File: config.mk
export PLATFORM = sky130hd
export DESIGN_NAME = kbp_queue
export DESIGN_NICKNAME = d
export VERILOG_FILES = /design/src/rtl/kbp_pkg.sv /design/src/rtl/kbp_queue.sv
export SDC_FILE = /design/constraint.sdc
export NUM_CORES = 1
export LEC_CHECK = 0
export BUFFER_PORTS_ARGS = -buffer_cell sky130_fd_sc_hd__buf_2
export CAP_MARGIN = 10
export CORE_ASPECT_RATIO = 0.8
export CORE_MARGIN = 3
export CORE_UTILIZATION = 57
export CTS_CLUSTER_SIZE = 20
export DETAILED_ROUTE_END_ITERATION = 12
export GPL_TIMING_DRIVEN = 0
export PLACE_DENSITY = 0.79
export REMOVE_ABC_BUFFERS = 1
export SETUP_SLACK_MARGIN = 0.5
export SLEW_MARGIN = 0
export SYNTH_ARGS = -nofsm -noshare
export SYNTH_HDL_FRONTEND = slang
export SYNTH_SLANG_ARGS = --single-unit
File: constraint.sdc
create_clock -name clk -period 6.12 [get_ports clk]
set_input_delay 1.224 -clock clk [delete_from_list [all_inputs] [get_ports clk]]
set_output_delay 1.224 -clock clk [all_outputs]
set_load 0.01 [all_outputs]
File: src/rtl/kbp_pkg.sv
// kbp_pkg: types, constants and hash step functions for the k-mer Bloom prefilter.
// No dependencies; used by every rtl file through scoped names.
`default_nettype none
package kbp_pkg;

	localparam int WORD_BITS     = 62;
	localparam int QDEPTH        = 4;
	localparam int QPTR_BITS     = 2;
	localparam int NUM_OPS       = 6;
	localparam int HASH_STEPS    = 8;
	localparam int ROW_LSB       = 6;
	localparam int APB_ADDR_BITS = 4;
	localparam int MAX_K         = 30;
	localparam logic [7:0] QUAL_OFFSET = 8'd33;

	typedef enum logic [1:0] {
		REG_KMER_LENGTH     = 2'd0,
		REG_MIN_QUALITY     = 2'd1,
		REG_DEFAULT_QUALITY = 2'd2,
		REG_BLOOM_LOG2      = 2'd3
	} reg_idx_t;

	typedef struct packed {
		logic [7:0] base_char;
		logic [7:0] qual_char;
		logic       quality_present;
		logic       first_of_read;
	} item_t;

	typedef struct packed {
		logic                 inserted;
		logic [WORD_BITS-1:0] forward_word;
		logic                 forward_repeat;
		logic [WORD_BITS-1:0] reverse_word;
		logic                 reverse_repeat;
	} result_t;

	typedef struct packed {
		logic [4:0]  k;
		logic [63:0] wmask;
		logic [63:0] amask;
		logic [7:0]  min_q;
		logic [7:0]  def_q;
	} cfg_t;

	typedef struct packed {
		logic                 ins;
		logic [WORD_BITS-1:0] fwd;
		logic [WORD_BITS-1:0] rev;
	} entry_t;

	typedef struct packed {
		logic [63:0] v;
		logic [63:0] t;
	} vt_t;

	typedef struct packed {
		logic [63:0] a;
		logic [63:0] b;
		vt_t         c;
	} hash_t;

	function automatic logic [63:0] a_line(input logic [63:0] v, input logic [2:0] i,
			input logic [63:0] m);
		logic [63:0] r;
		case (i)
			3'd0: r = (v + ~(v << 32)) & m;
			3'd1: r = (v ^ (v >> 22)) & m;
			3'd2: r = (v + (v << 13)) & m;
			3'd3: r = (v ^ (v >> 24)) & m;
			3'd4: r = (v + ~(v << 27)) & m;
			3'd5: r = (v ^ (v >> 31)) & m;
			default: r = v;
		endcase
		return r;
	endfunction

	function automatic logic [63:0] b_line(input logic [63:0] v, input logic [2:0] i);
		logic [63:0] r;
		case (i)
			3'd0: r = (~v) + (v << 21);
			3'd1: r = v ^ (v >> 24);
			3'd2: r = (v + (v << 3)) + (v << 8);
			3'd3: r = v ^ (v >> 14);
			3'd4: r = (v + (v << 2)) + (v << 4);
			3'd5: r = v ^ (v >> 28);
			3'd6: r = v + (v << 31);
			default: r = v;
		endcase
		return r;
	endfunction

	function automatic vt_t c_line(input vt_t x, input logic [3:0] i, input logic [63:0] m);
		vt_t r;
		r = x;
		case (i)
			4'd0:  r.t = (x.v ^ (x.v >> 31)) & m;
			4'd1:  r.v = (x.v ^ (x.t >> 31)) & m;
			4'd2:  r.t = (x.v - (~x.v << 27)) & m;
			4'd3:  r.v = (x.v - (~x.t << 27) + 64'd1) & m;
			4'd4:  r.t = (x.v ^ (x.v >> 24)) & m;
			4'd5:  r.v = (x.v ^ (x.t >> 24)) & m;
			4'd6:  r.t = (x.v - (x.v << 13)) & m;
			4'd7:  r.t = (x.v - (x.t << 13)) & m;
			4'd8:  r.t = (x.v - (x.t << 13)) & m;
			4'd9:  r.v = (x.v - (x.t << 13)) & m;
			4'd10: r.t = (x.v ^ (x.v >> 22)) & m;
			4'd11: r.t = (x.v ^ (x.t >> 22)) & m;
			4'd12: r.v = (x.v ^ (x.t >> 22)) & m;
			4'd13: r.t = (x.v - (~x.v << 32)) & m;
			4'd14: r.v = (x.v - (~x.t << 32) + 64'd1) & m;
			default: r = x;
		endcase
		return r;
	endfunction

	function automatic hash_t hash_init(input logic [WORD_BITS-1:0] w);
		hash_t r;
		r.a   = {2'b00, w};
		r.b   = {2'b00, w};
		r.c.v = {2'b00, w};
		r.c.t = 64'd0;
		return r;
	endfunction

	// one line of each of the first two mixes and two lines of the third per step
	function automatic hash_t hash_step(input hash_t h, input logic [2:0] s,
			input logic [63:0] m);
		hash_t r;
		r.a = a_line(h.a, s, m);
		r.b = b_line(h.b, s);
		r.c = c_line(c_line(h.c, {s, 1'b0}, m), {s, 1'b1}, m);
		return r;
	endfunction

endpackage
`default_nettype wire

File: src/rtl/kbp_queue.sv
// kbp_queue: short queue of classified words between front and back.
// Depends on kbp_pkg.
`default_nettype none
module kbp_queue (
	input  wire logic            clk,
	input  wire logic            arst_n,
	input  wire logic            push,
	input  wire kbp_pkg::entry_t din,
	output logic                 full,
	input  wire logic            pop,
	output kbp_pkg::entry_t      dout,
	output logic                 empty
);

	kbp_pkg::entry_t               slot_q [kbp_pkg::QDEPTH];
	logic [kbp_pkg::QPTR_BITS:0]   wp_q, rp_q;

	assign empty = (wp_q == rp_q);
	assign full  = (wp_q[kbp_pkg::QPTR_BITS-1:0] == rp_q[kbp_pkg::QPTR_BITS-1:0])
		&& (wp_q[kbp_pkg::QPTR_BITS] != rp_q[kbp_pkg::QPTR_BITS]);
	assign dout  = slot_q[rp_q[kbp_pkg::QPTR_BITS-1:0]];

	always_ff @(posedge clk) begin
		if (push && !full)
			slot_q[wp_q[kbp_pkg::QPTR_BITS-1:0]] <= din;
	end

	always_ff @(posedge clk or negedge arst_n) begin
		if (!arst_n) begin
			wp_q <= '0;
			rp_q <= '0;
		end else begin
			if (push && !full)
				wp_q <= wp_q + 1'b1;
			if (pop && !empty)
				rp_q <= rp_q + 1'b1;
		end
	end

endmodule
`default_nettype wire

* Word level (Yosys, flattened, before mapping)
Memories as Yosys holds them, arrays and structs flattened.
Cells that the tools add are included.
** Word-level totals
- Register bits after elaboration :: 6
- RAM bits :: 500
- Output and inout bits :: 127
- Logic and storage cells :: 15
- Memories kept :: 1
** Operators by class
- Add/subtract/negate cells :: 2
- Equal/unequal tests :: 3
- Mux-type cells :: 2
- Reduce and logical (&&, ||, !) cells :: 5
** Memories
- slot_q :: words 4, bits a word 125, rd ports 1, clocked after memory_dff 0, wr ports 1, RTL line kbp_queue.sv:15 : kbp_pkg::entry_t slot_q [kbp_pkg::QDEPTH];
** Operators by type and width (number)
- $add A3 B1 Y3 const B :: 2
- $eq A3 B3 Y1 :: 1
- $logic_and A1 B1 Y1 :: 3
- $eq A2 B2 Y1 :: 1
- $logic_not A1 Y1 :: 2
- $mux W1 :: 2
- $ne A1 B1 Y1 :: 1

* Longest topological paths before layout
- Depth in word-level cells :: 6
- Depth in mapped cells :: 5
- Depth with buffers taken out :: 5

* Worst setup path after synthesis
OpenSTA, ideal clock, no wires.
- Path kind :: input to register
- Start :: in push
- End :: mem slot_q[3][0] (netlist bit) (enable)
- Library setup time :: 0.541 ns
- Data arrival time :: 5.045 ns
- Required time :: 5.579 ns
- Setup slack :: 0.534 ns
- Stages on the path :: 2
- Cells stage by stage :: nand2_1 -> a31oi_2
** Between the ends
- Word-level cells in the longest chain between the ends :: 3
** Ends and longest elaborated chain
- start, declared :: RTL line kbp_queue.sv:7 : input wire logic push,
- $logic_and A1 B1 Y1 :: RTL line kbp_queue.sv:24 : if (push && !full)
- $mux W1 :: RTL line kbp_queue.sv:24
- $mux W1 (not written as such) :: RTL line kbp_queue.sv:25 : slot_q[wp_q[kbp_pkg::QPTR_BITS-1:0]] <= din;
- end, declared :: RTL line kbp_queue.sv:15
No other way between the ends.

==> metrics.csv <==
stage,metric,value,unit
setup_path,Critical Path Start Type,flip-flop,
clock_tree,clock latency on the worst-skew pair,0.55,ns
route,Via density,5.84,
setup_path,Worst Path Max Fanout,44,
grt,initial antenna violation count,7,
sta,Setup Skew,0.0164,ns
grt,first-pass GRT wire length,55.6,mm
sta,final setup TNS,0,ns
setup_path,crit path DAT,2.76,ns
power,PwrDens,489,mW/mm^2
grt,vias in the first global route,9064,
sta,fin crit share,65.2,%
route,routed len/inst,24.7,um
logic_synthesis,most frequent cells after synthesis,"edfxtp_1, mux4_2, buf_2, buf_6, dfrtp_1",
floorplan,standard-cell rows,58,
route,Remaining DRCs,0,
logic_synthesis,top post-synthesis cells by area,"edfxtp_1, mux4_2, buf_6",
sta,Final WS setup,2.13,ns
layout,layout cell share with drive strength beyond 1,45.5,%
setup_path,Crit Path Class,flip-flop to output port,
route,antenna-violating nets left,0,
sta,clock period minus worst slack,3.99,ns
clock_tree,root buffer cell,clkbuf_16,
layout,Area growth syn-to-layout,19.1,%
logic_synthesis,Synth Cell Area,0.0185,sq mm
placement,Final GP Congestion,0.750,
clock_tree,number of H-tree levels,2,
power,Logic pwr share,28.9,%
sta,RSZ-0062 raised after global routing,false,
power,P_int,7.69,mW
grt,Tot GR Track Use,20.9,%
clock_tree,TritonCTS buffer count,47,
power,final total power,10.8,mW
floorplan,Die H,167,um
setup_path,critical path endpoint category,output port,
logic_synthesis,mean area per synthesized cell,26.4,sq um
clock_tree,clk slew on worst S/H paths,0.06,ns
power,Worst VDD drop,0.310,mV
floorplan,Die Wd,208,um
route,drt pass-1 iters,4,
route,final WL,35.9,mm
logic_synthesis,most instantiated library cell after synthesis,edfxtp_1,
logic_synthesis,largest area contributor in the netlist,edfxtp_1,
sta,# setup viols final,0,
logic_synthesis,post-synth cell types,21,
logic_synthesis,asr flop ratio synth,1.19,%
job,max cap viols,0,
setup_path,Worst EP required,4.90,ns
floorplan,Die ar.,0.0347,sq mm
logic_synthesis,top_reg_cell synth,edfxtp_1,
power,clock share of power,25.9,%
sta,slew of the pin with the lowest slew margin,0.607,ns
floorplan,Initial Utilization,58.5,%
sta,final hold vios,0,
clock_tree,CTS Buffer Depth,3,
power,Sw Ratio,28.7,%
route,vias after detailed routing,8483,
logic_synthesis,"Seq/Total Area, Yosys",81.8,%
power,Psw,3.10,mW
logic_synthesis,Yosys Warn Count,0,
logic_synthesis,Post-synth EDFFs,500,
placement,Post-DP Area,0.0206,sq mm
floorplan,I/O Pins,256,
logic_synthesis,#FFs+latches synth,506,
power,sequential share of power,45.2,%
worst_hold_path,worst hold path class,input pin to asynchronous set/reset pin,
clock_tree,setup bufs post-CTS,0,
clock_tree,CTS tree,done,
logic_synthesis,cell count after synthesis,701,
grt,largest net degree at the start of global routing,57,
power,leakage power,7.47,nW
placement,hpwl dp,21.9,mm
clock_tree,hold_buf cts,0,
sta,max-slew violation count,0,
placement,Buffers on Ports,255,
layout,Layout Nets,1128,
sta,fmax,0.251,GHz
run_status,outcome,finished clean,
floorplan,Core ar.,0.0317,sq mm
clock_tree,cts repair resizes,0,
sta,Slew HR,59.5,%
clock_tree,clk sink count,506,
logic_synthesis,area share of the largest cell type after synthesis,81.0,%
placement,Placement Setup Slack,2.61,ns
layout,final instance area,0.0221,sq mm
grt,Overflow after GRT,0,
route,Iteration-0 DRC Markers,683,
[per-stage QoR]
stage / hold slack [ns] / utilization, % / instances
2_1_floorplan: 0.544 / - / 673
3_3_place_gp: 0.568 / 63.4 / 1348
3_5_place_dp: 0.587 / 64.9 / 1365
4_1_cts: 0.478 / 69.6 / 1450
5_1_grt: 0.481 / 69.6 / 1451
6_report: 0.504 / 69.6 / 1453
[kinds of logic (layout without fill, tap and decap cells)]
family / count (synthesis) / after routing / synth area share, %
flip-flops: 506 / 506 / 81.8
multiplexers: 125 / 125 / 15.2
AND/OR/NAND/NOR: 11 / 11 / 0.310
AO/OA/AOI/OAI: 13 / 13 / 0.500
buffers and inverters: 32 / 361 / 1.31
other: 0 / 3 / 0
XOR/XNOR: 9 / 9 / 0.547
adder cells (fa/ha/maj): 5 / 5 / 0.337
[routing by layer]
metal | vias up | GRT usage (%) | share of wire (%)
li1 | 3647 | - | -
met1 | 4413 | 28.3 | 39
met2 | 343 | 33.6 | 49
met3 | 68 | 6.72 | 8.9
met4 | 12 | 5.83 | 2.4
met5 | - | 0 | 0.21
[power by group through the flow]
stage	Clock [mW]	Combinational, mW	Sequential (mW)
after floorplan	0	1.86	5.16
after global placement	0	2.89	5.37
after detailed placement	0	3.16	4.94
after CTS	2.87	3.19	4.89
after global routing	3.00	3.36	4.94
final	2.79	3.12	4.87
[path summary, 6_finish.rpt]
| path | depth (start not counted) | to | start | slack (ns) |
|---|---|---|---|---|
| worst max-delay path | 4 | dout[33] | rp_q[0] | 2.13 |
| worst min-delay path | 1 | rp_q[1] | arst_n | 0.50 |
| worst max register to register | 6 | slot_q[2][12] | rp_q[1] | 2.94 |
| worst min register to register | 1 | wp_q[2] | wp_q[2] | 0.60 |
| max in group asynchronous | 1 | rp_q[0] | arst_n | 5.42 |
| min in group clk | 1 | wp_q[2] | wp_q[2] | 0.60 |
[critical path: stages, from the launching register on]
cell and delay (ns):
dfrtp_4 0.76, buf_16 0.33, buf_16 0.35, mux4_2 0.58
buf_2 0.16
[flip-flops by register name (all words and copies together), names as in the netlist]
register  cells
slot_q      500
rp_q          3
wp_q          3
[layout by cell type (no fill, tap or decap), types with 3 or more instances in the layout]
cell type,netlist,final
mux4_2,125,125
buf_12,0,4
buf_16,0,13
a21oi_1,4,4
bufinv_16,0,4
buf_2,14,255
edfxtp_1,500,500
clkbuf_1,0,10
inv_1,4,4
clkinv_2,0,9
clkbuf_16,0,49
dfrtp_1,6,4
and3_4,0,3
diode_2,0,3
nand2_1,3,3
ha_1,5,5
o31ai_1,5,5
xnor2_1,4,4
clkinv_1,0,12
[area by class of cell]
cell class                      instances  area, sq um
Tap cell                              420          526
Multi-Input combinational cell        163         3150
Fill cell                            1810         9640
Timing Repair Buffer                  272         1710
Antenna cell                            3         7.51
Inverter                                4         15.0
Clock buffer                           59         1260
Clock inverter                         26          218
Sequential cell                       506        15200
Note: power is estimated with default switching activity, not from simulation.
