[config.mk]
export PLATFORM = sky130hd
export DESIGN_NAME = kbp_front
export DESIGN_NICKNAME = d
export VERILOG_FILES = /design/src/rtl/kbp_pkg.sv /design/src/rtl/kbp_front.sv
export SDC_FILE = /design/constraint.sdc
export NUM_CORES = 1
export LEC_CHECK = 0
export BUFFER_PORTS_ARGS = -buffer_cell sky130_fd_sc_hd__buf_2
export CAP_MARGIN = 25
export CORE_MARGIN = 3
export CORE_UTILIZATION = 52
export DETAILED_ROUTE_END_ITERATION = 6
export PLACE_DENSITY = 0.82
export SETUP_SLACK_MARGIN = 0.2
export SYNTH_ARGS = -nofsm -noshare
export SYNTH_HDL_FRONTEND = slang
export SYNTH_SLANG_ARGS = --single-unit
export TNS_END_PERCENT = 10
[constraint.sdc]
create_clock -name clk -period 5.9 [get_ports clk]
set_clock_uncertainty 0.05 [all_clocks]
set_input_delay 1.18 -clock clk [delete_from_list [all_inputs] [get_ports clk]]
set_output_delay 1.18 -clock clk [all_outputs]
set_load 0.03 [all_outputs]
[src/rtl/kbp_pkg.sv]
// kbp_pkg: types, constants and hash step functions for the k-mer Bloom prefilter.
// No dependencies; used by every rtl file through scoped names.
`default_nettype none
package kbp_pkg;

	localparam int WORD_BITS     = 62;
	localparam int QDEPTH        = 4;
	localparam int QPTR_BITS     = 2;
	localparam int NUM_OPS       = 6;
	localparam int HASH_STEPS    = 8;
	localparam int ROW_LSB       = 6;
	localparam int APB_ADDR_BITS = 4;
	localparam int MAX_K         = 30;
	localparam logic [7:0] QUAL_OFFSET = 8'd33;

	typedef enum logic [1:0] {
		REG_KMER_LENGTH     = 2'd0,
		REG_MIN_QUALITY     = 2'd1,
		REG_DEFAULT_QUALITY = 2'd2,
		REG_BLOOM_LOG2      = 2'd3
	} reg_idx_t;

	typedef struct packed {
		logic [7:0] base_char;
		logic [7:0] qual_char;
		logic       quality_present;
		logic       first_of_read;
	} item_t;

	typedef struct packed {
		logic                 inserted;
		logic [WORD_BITS-1:0] forward_word;
		logic                 forward_repeat;
		logic [WORD_BITS-1:0] reverse_word;
		logic                 reverse_repeat;
	} result_t;

	typedef struct packed {
		logic [4:0]  k;
		logic [63:0] wmask;
		logic [63:0] amask;
		logic [7:0]  min_q;
		logic [7:0]  def_q;
	} cfg_t;

	typedef struct packed {
		logic                 ins;
		logic [WORD_BITS-1:0] fwd;
		logic [WORD_BITS-1:0] rev;
	} entry_t;

	typedef struct packed {
		logic [63:0] v;
		logic [63:0] t;
	} vt_t;

	typedef struct packed {
		logic [63:0] a;
		logic [63:0] b;
		vt_t         c;
	} hash_t;

	function automatic logic [63:0] a_line(input logic [63:0] v, input logic [2:0] i,
			input logic [63:0] m);
		logic [63:0] r;
		case (i)
			3'd0: r = (v + ~(v << 32)) & m;
			3'd1: r = (v ^ (v >> 22)) & m;
			3'd2: r = (v + (v << 13)) & m;
			3'd3: r = (v ^ (v >> 24)) & m;
			3'd4: r = (v + ~(v << 27)) & m;
			3'd5: r = (v ^ (v >> 31)) & m;
			default: r = v;
		endcase
		return r;
	endfunction

	function automatic logic [63:0] b_line(input logic [63:0] v, input logic [2:0] i);
		logic [63:0] r;
		case (i)
			3'd0: r = (~v) + (v << 21);
			3'd1: r = v ^ (v >> 24);
			3'd2: r = (v + (v << 3)) + (v << 8);
			3'd3: r = v ^ (v >> 14);
			3'd4: r = (v + (v << 2)) + (v << 4);
			3'd5: r = v ^ (v >> 28);
			3'd6: r = v + (v << 31);
			default: r = v;
		endcase
		return r;
	endfunction

	function automatic vt_t c_line(input vt_t x, input logic [3:0] i, input logic [63:0] m);
		vt_t r;
		r = x;
		case (i)
			4'd0:  r.t = (x.v ^ (x.v >> 31)) & m;
			4'd1:  r.v = (x.v ^ (x.t >> 31)) & m;
			4'd2:  r.t = (x.v - (~x.v << 27)) & m;
			4'd3:  r.v = (x.v - (~x.t << 27) + 64'd1) & m;
			4'd4:  r.t = (x.v ^ (x.v >> 24)) & m;
			4'd5:  r.v = (x.v ^ (x.t >> 24)) & m;
			4'd6:  r.t = (x.v - (x.v << 13)) & m;
			4'd7:  r.t = (x.v - (x.t << 13)) & m;
			4'd8:  r.t = (x.v - (x.t << 13)) & m;
			4'd9:  r.v = (x.v - (x.t << 13)) & m;
			4'd10: r.t = (x.v ^ (x.v >> 22)) & m;
			4'd11: r.t = (x.v ^ (x.t >> 22)) & m;
			4'd12: r.v = (x.v ^ (x.t >> 22)) & m;
			4'd13: r.t = (x.v - (~x.v << 32)) & m;
			4'd14: r.v = (x.v - (~x.t << 32) + 64'd1) & m;
			default: r = x;
		endcase
		return r;
	endfunction

	function automatic hash_t hash_init(input logic [WORD_BITS-1:0] w);
		hash_t r;
		r.a   = {2'b00, w};
		r.b   = {2'b00, w};
		r.c.v = {2'b00, w};
		r.c.t = 64'd0;
		return r;
	endfunction

	// one line of each of the first two mixes and two lines of the third per step
	function automatic hash_t hash_step(input hash_t h, input logic [2:0] s,
			input logic [63:0] m);
		hash_t r;
		r.a = a_line(h.a, s, m);
		r.b = b_line(h.b, s);
		r.c = c_line(c_line(h.c, {s, 1'b0}, m), {s, 1'b1}, m);
		return r;
	endfunction

endpackage
`default_nettype wire

[src/rtl/kbp_front.sv]
// kbp_front: decodes base and quality, rolls forward and reverse words, decides insertion.
// Depends on kbp_pkg.
`default_nettype none
module kbp_front (
	input  wire logic           clk,
	input  wire logic           arst_n,
	input  wire logic           item_valid,
	output logic                item_stall,
	input  wire kbp_pkg::item_t item,
	input  wire kbp_pkg::cfg_t  cfg,
	input  wire logic           hold,
	output logic                push,
	output kbp_pkg::entry_t     entry
);

	logic [kbp_pkg::WORD_BITS-1:0] fwd_q, rev_q;
	logic [4:0]                    run_q;
	logic [63:0]                   fw0, rv0, fwd_n, rev_n;
	logic [4:0]                    run0, run_n;
	logic [5:0]                    run_inc, kp1;
	logic [1:0]                    code;
	logic                          is_base;
	logic [7:0]                    qual;
	logic                          ins;

	assign item_stall = hold;
	assign push       = item_valid && !hold;

	always_comb begin
		code    = 2'd0;
		is_base = 1'b1;
		case (item.base_char) inside
			"A", "a": code = 2'd0;
			"C", "c": code = 2'd1;
			"G", "g": code = 2'd2;
			"T", "t": code = 2'd3;
			default:  is_base = 1'b0;
		endcase
	end

	always_comb begin
		fw0     = item.first_of_read ? 64'd0 : {2'b00, fwd_q};
		rv0     = item.first_of_read ? 64'd0 : {2'b00, rev_q};
		run0    = item.first_of_read ? 5'd0 : run_q;
		qual    = item.quality_present ? (item.qual_char - kbp_pkg::QUAL_OFFSET) : cfg.def_q;
		kp1     = {1'b0, cfg.k} + 6'd1;
		run_inc = {1'b0, run0} + 6'd1;
		fwd_n   = fw0;
		rev_n   = rv0;
		run_n   = 5'd0;
		ins     = 1'b0;
		if (is_base) begin
			fwd_n = ((fw0 << 2) | {62'd0, code}) & cfg.wmask;
			rev_n = (((rv0 & cfg.wmask) >> 2) | ({62'd0, ~code} << {cfg.k, 1'b0}))
				& cfg.wmask;
			run_n = (run_inc > kp1) ? kp1[4:0] : run_inc[4:0];
			ins   = ({1'b0, run_n} >= kp1) && (qual >= cfg.min_q);
		end
	end

	assign entry.ins = ins;
	assign entry.fwd = fwd_n[kbp_pkg::WORD_BITS-1:0];
	assign entry.rev = rev_n[kbp_pkg::WORD_BITS-1:0];

	always_ff @(posedge clk or negedge arst_n) begin
		if (!arst_n) begin
			fwd_q <= '0;
			rev_q <= '0;
			run_q <= '0;
		end else if (push) begin
			fwd_q <= fwd_n[kbp_pkg::WORD_BITS-1:0];
			rev_q <= rev_n[kbp_pkg::WORD_BITS-1:0];
			run_q <= run_n;
		end
	end

endmodule
`default_nettype wire

# Yosys cells after proc, flatten, opt, wreduce, memory -nomap -nowiden
# Index checks and enable logic that the tools add are counted.
[word_totals] reg_bits=129 in_bits=171 out_inout_bits=127 elab_cells=48
[classes] n_addsub=3 n_lt_le_gt_ge=3 eq_ne=8 shifts=1 n_mux=17 bitwise=6 reduce_logical=7
[ops] operator="$mux W62" count=4
[ops] operator="$and A62 B62 Y62" count=2
[ops] operator="$and A62 B64 Y64" count=1
[ops] operator="$eq A8 B7 Y1 const B" count=8
[ops] operator="$or A62 B2 Y62" count=1
[ops] operator="$or A62 B62 Y62" count=1
[ops] operator="$shl A2 B6 Y62" count=1
[ops] operator="$mux W5" count=3
[ops] operator="$add A5 B1 Y6 const B" count=2
[ops] operator="$ge A8 B8 Y1" count=1
[ops] operator="$mux W2" count=4
[ops] operator="$mux W8" count=1
[ops] operator="$reduce_or A2 Y1" count=4
[ops] operator="$sub A8 B6 Y8 const B" count=1
[ops] operator="$ge A5 B6 Y1" count=1
[ops] operator="$gt A6 B6 Y1" count=1
[ops] operator="$mux W1" count=5
[ops] operator="$logic_and A1 B1 Y1" count=2
[ops] operator="$not A2 Y2" count=1
[ops] operator="$logic_not A1 Y1" count=1

# Depth between registers and ports, before layout
[logic_depth] ltp_word=11 mapped_depth=21 depth_no_buf=18

# Worst setup path after synthesis
# OpenSTA, ideal clock, no wires.
[synth_path] path_kind="input to output" from="input port item[0] in the netlist's numbering" to="output port entry[124] in the netlist's numbering" t_arrival_ps=4422 required_time_ps=4670 setup_slack_ps=248 stages=19 path_buffers=3 path_cell_list="buf_2 clkbuf_1 nor2b_1 ha_1 xnor2_1 ha_1 o21ai_0 a21oi_1 or3_1 nand2_1 mux2_2 ha_1 nand2b_1 a21o_1 a21oi_1 o21ai_0 nand3_1 a21oi_1 buf_4"
[synth_via] elab_chain_cells=7
[synth_rtl] element="start, declared" line="kbp_front.sv:9" rtl="input wire kbp_pkg::item_t item,"
[synth_rtl] element="$mux W5 (*)" line="kbp_front.sv:44" rtl="run0 = item.first_of_read ? 5'd0 : run_q;"
[synth_rtl] element="$add A5 B1 Y6 (*)" line="kbp_front.sv:47" rtl="run_inc = {1'b0, run0} + 6'd1;"
[synth_rtl] element="$gt A6 B6 Y1" line="kbp_front.sv:56" rtl="run_n = (run_inc > kp1) ? kp1[4:0] : run_inc[4:0];"
[synth_rtl] element="$mux W5 (*)" line="kbp_front.sv:56"
[synth_rtl] element="$ge A5 B6 Y1 (*)" line="kbp_front.sv:57" rtl="ins = ({1'b0, run_n} >= kp1) && (qual >= cfg.min_q);"
[synth_rtl] element="$logic_and A1 B1 Y1 (*)" line="kbp_front.sv:57"
[synth_rtl] element="$mux W1 (*)" line="kbp_front.sv:52" rtl="if (is_base) begin"
[synth_rtl] element="end, declared" line="kbp_front.sv:13" rtl="output kbp_pkg::entry_t entry"
# Mark *: on every way between the ends. The rest lies on a longest branch, timed or not.

==> results.cfg <==
[layout]
final_nets = 1510
fin_area_um2 = 10800
diodes = 0
area_growth_syn_to_layout_pct = 21.0
drive_gt1_frac = 0.246

[hold_path]
holdPathStages = 2
hold_path.class = reg2reg
min_from = rev_q[1]
min_to = rev_q[1]

[sta]
slew_headroom = 0.278
setup_viol = 0
worst_slack_ns = 0.366
tns_ns = 0
hold_violations = 0
tightest_slew_ns = 1.07
post-route-period-util = 0.938
layout_min_cycle_time_ns = 5.53
finalMaxSlewViolations = 0
max_freq_mhz = 181
rsz0062_at_grt = false

[logic_synthesis]
synth_nets = 1333
ys_seq_area_frac = 0.361
async_flop_share = 1.00
synth_area_um2 = 8940
synth_area_per_cell_um2 = 7.84
synthFlopType = dfrtp_1
yosysWarnings = 0
synthCells = 1140
ys_ff_latch = 129
synth_edf_count = 0
synth_cell_types = 55

[floorplanning]
dieArea_um2 = 18800
placementRows = 47
coreArea_um2 = 16700
die_w_um = 137
start_util = 0.535
die_h_um = 137
io_pins = 298

[cts]
h-tree-depth = 4
numClockSinks = 129
holdBufCountCts = 0
clk_latency_ns = 0.42
cts_buffers = 17
cts-root-buf = clkbuf_16
cts_tree = built
clk_pin_slew_worst_paths_ns = 0.05
clock_path_buffers = 2

[detailed_routing]
drc = 0
wire_per_inst_um = 18.6
drt_pass1_iterations = 7
drt_iter0_markers = 893
wirelength_mm = 28.7
via_per_inst = 6.34
vias = 9802
antenna_left = 0

[setup_path]
startpoint = cfg[147]
critPathCaptureType = output port
rrSetupSlack_ns = 3.34
required_ns = 4.67
crit_path_start_kind = input pin
ff2ff_path_depth = 12
rr_endpoint = run_q[2]
r2r-start = run_q[0]
crit_path_max_fanout = 7
arrival_ns = 4.30
crit_type = in2out

[power_and_ir_drop]
cellLeakagePower_nw = 4.59
peakVddDrop_mv = 0.224
cellPowerDensity_nw_per_um2 = 213

[global_route]
globalRouteOverflowTotal = 0
grt_pass1_wl_mm = 45.4
grt_usage = 0.301
grt_max_degree = 120
grt_pass1_vias = 8738
antenna_found_initial = 0

[placed_design]
place.gp.congestion = 0.920
hpwlAfterDp_mm = 19.4
portBuffers = 230
placed_area_um2 = 10100
preCtsSetupSlack_ns = 0.209

[status]
status = finished clean

[job]
drv_cap = 0
-- registers in the layout (all words and copies together) (netlist names) --
| register | count |
|---|---|
| fwd_q | 62 |
| rev_q | 62 |
| run_q | 5 |
-- worst max path at each step --
stage / end / slack (ns) / cells after the start
floorplan: entry[124] / 0.25 / 19
global placement: entry[124] / 0.20 / 17
detailed placement: entry[124] / 0.21 / 17
CTS: entry[124] / 0.22 / 18
global route: entry[124] / 0.23 / 17
finish: entry[124] / 0.37 / 17
-- cells in the mapped netlist (all sizes together) (7+ instances only) --
library cell,instances,area [um2]
a21oi,76,388
a32o,60,601
a32oi,59,517
buf,51,338
clkbuf,46,173
dfrtp,129,3230
ha,22,275
inv,16,60.1
nand2,264,993
nand3,130,651
nor2,21,119
o21ai,192,976
xor2,7,61.3
-- cell families (layout without fill, tap and decap cells) --
kind of cell / after synthesis / after routing / share of synthesized area
AND/OR/NAND/NOR: 453 / 453 / 0.232
AO/OA/AOI/OAI: 406 / 406 / 0.295
flip-flops: 129 / 129 / 0.361
buffers and inverters: 114 / 301 / 0.0643
adder cells (fa/ha/maj): 22 / 22 / 0.0308
XOR/XNOR: 12 / 12 / 0.0118
multiplexers: 4 / 4 / 0.00490
-- placed cells by master, fill, tap and decap left out, types with 3 or more instances in the layout --
cell type	n
a32o_1	60
clkbuf_16	17
nor2b_1	4
buf_2	226
nand2b_1	5
and2_1	4
nor2_4	5
clkbuf_1	3
buf_4	24
dfrtp_1	129
nor2_1	14
nand3_1	128
ha_2	3
mux2_2	3
inv_1	16
a32oi_1	59
a21o_1	4
xnor2_2	3
bufinv_16	3
o21ai_0	59
xor2_1	6
a21oi_2	4
clkbuf_8	5
o21ai_1	130
nor3_2	3
o22ai_1	4
o31ai_1	3
nand2_1	263
ha_1	19
a21oi_1	72
-- area by class of cell --
| cell class | instances | area (um2) |
|---|---|---|
| inverter | 17 | 66.3 |
| clock buffer | 25 | 505 |
| timing repair buffer | 255 | 1400 |
| multi-input combinational | 897 | 5240 |
| tap | 220 | 275 |
| sequential | 129 | 3230 |
| fill | 1414 | 5890 |
| clock inverter | 4 | 98.8 |
-- timing repair --
action                                 4_1_cts  5_1_grt
buffers inserted                             0        1
pin swaps                                    0        7
endpoints found under the hold margin        0        0
gates resized for setup                      6       19
setup endpoints to repair                    1        1
-- metal layers --
metal,share of wire,global-route usage
met1,0.41,0.416
met2,0.46,0.466
met3,0.093,0.0548
met4,0.030,0.124
met5,0,0
-- power by group --
group / internal, mW / switching (mW) / total, mW / leakage, nW
Sequential: 0.895 / 0.0127 / 0.907 / 1.80
Combinational: 0.0929 / 0.196 / 0.288 / 2.49
Clock: 0.715 / 0.389 / 1.10 / 0.296
-- worst max-delay path: stages --
cell      delay (ns)
buf_2           0.27
nand2_1         0.20
inv_1           0.12
nand2_1         0.09
ha_1            0.34
a21o_1          0.21
or3_4           0.34
nand2_1         0.08
mux2_2          0.35
ha_1            0.26
nand2b_1        0.14
a21o_1          0.18
a21oi_2         0.16
o21ai_2         0.07
nand3_2         0.08
a21oi_2         0.04
buf_4           0.17
-- per-stage QoR --
stage	power [mW]	instances	hold slack, ns	utilization
detailed placement	1.20	1517	0.435	0.605
global placement	1.19	1516	0.420	0.603
finish	2.30	1547	0.448	0.647
floorplan	1.07	1140	0.405	-
global route	2.37	1547	0.473	0.647
CTS	2.30	1546	0.447	0.643
Power figures use the tool's default switching activity.
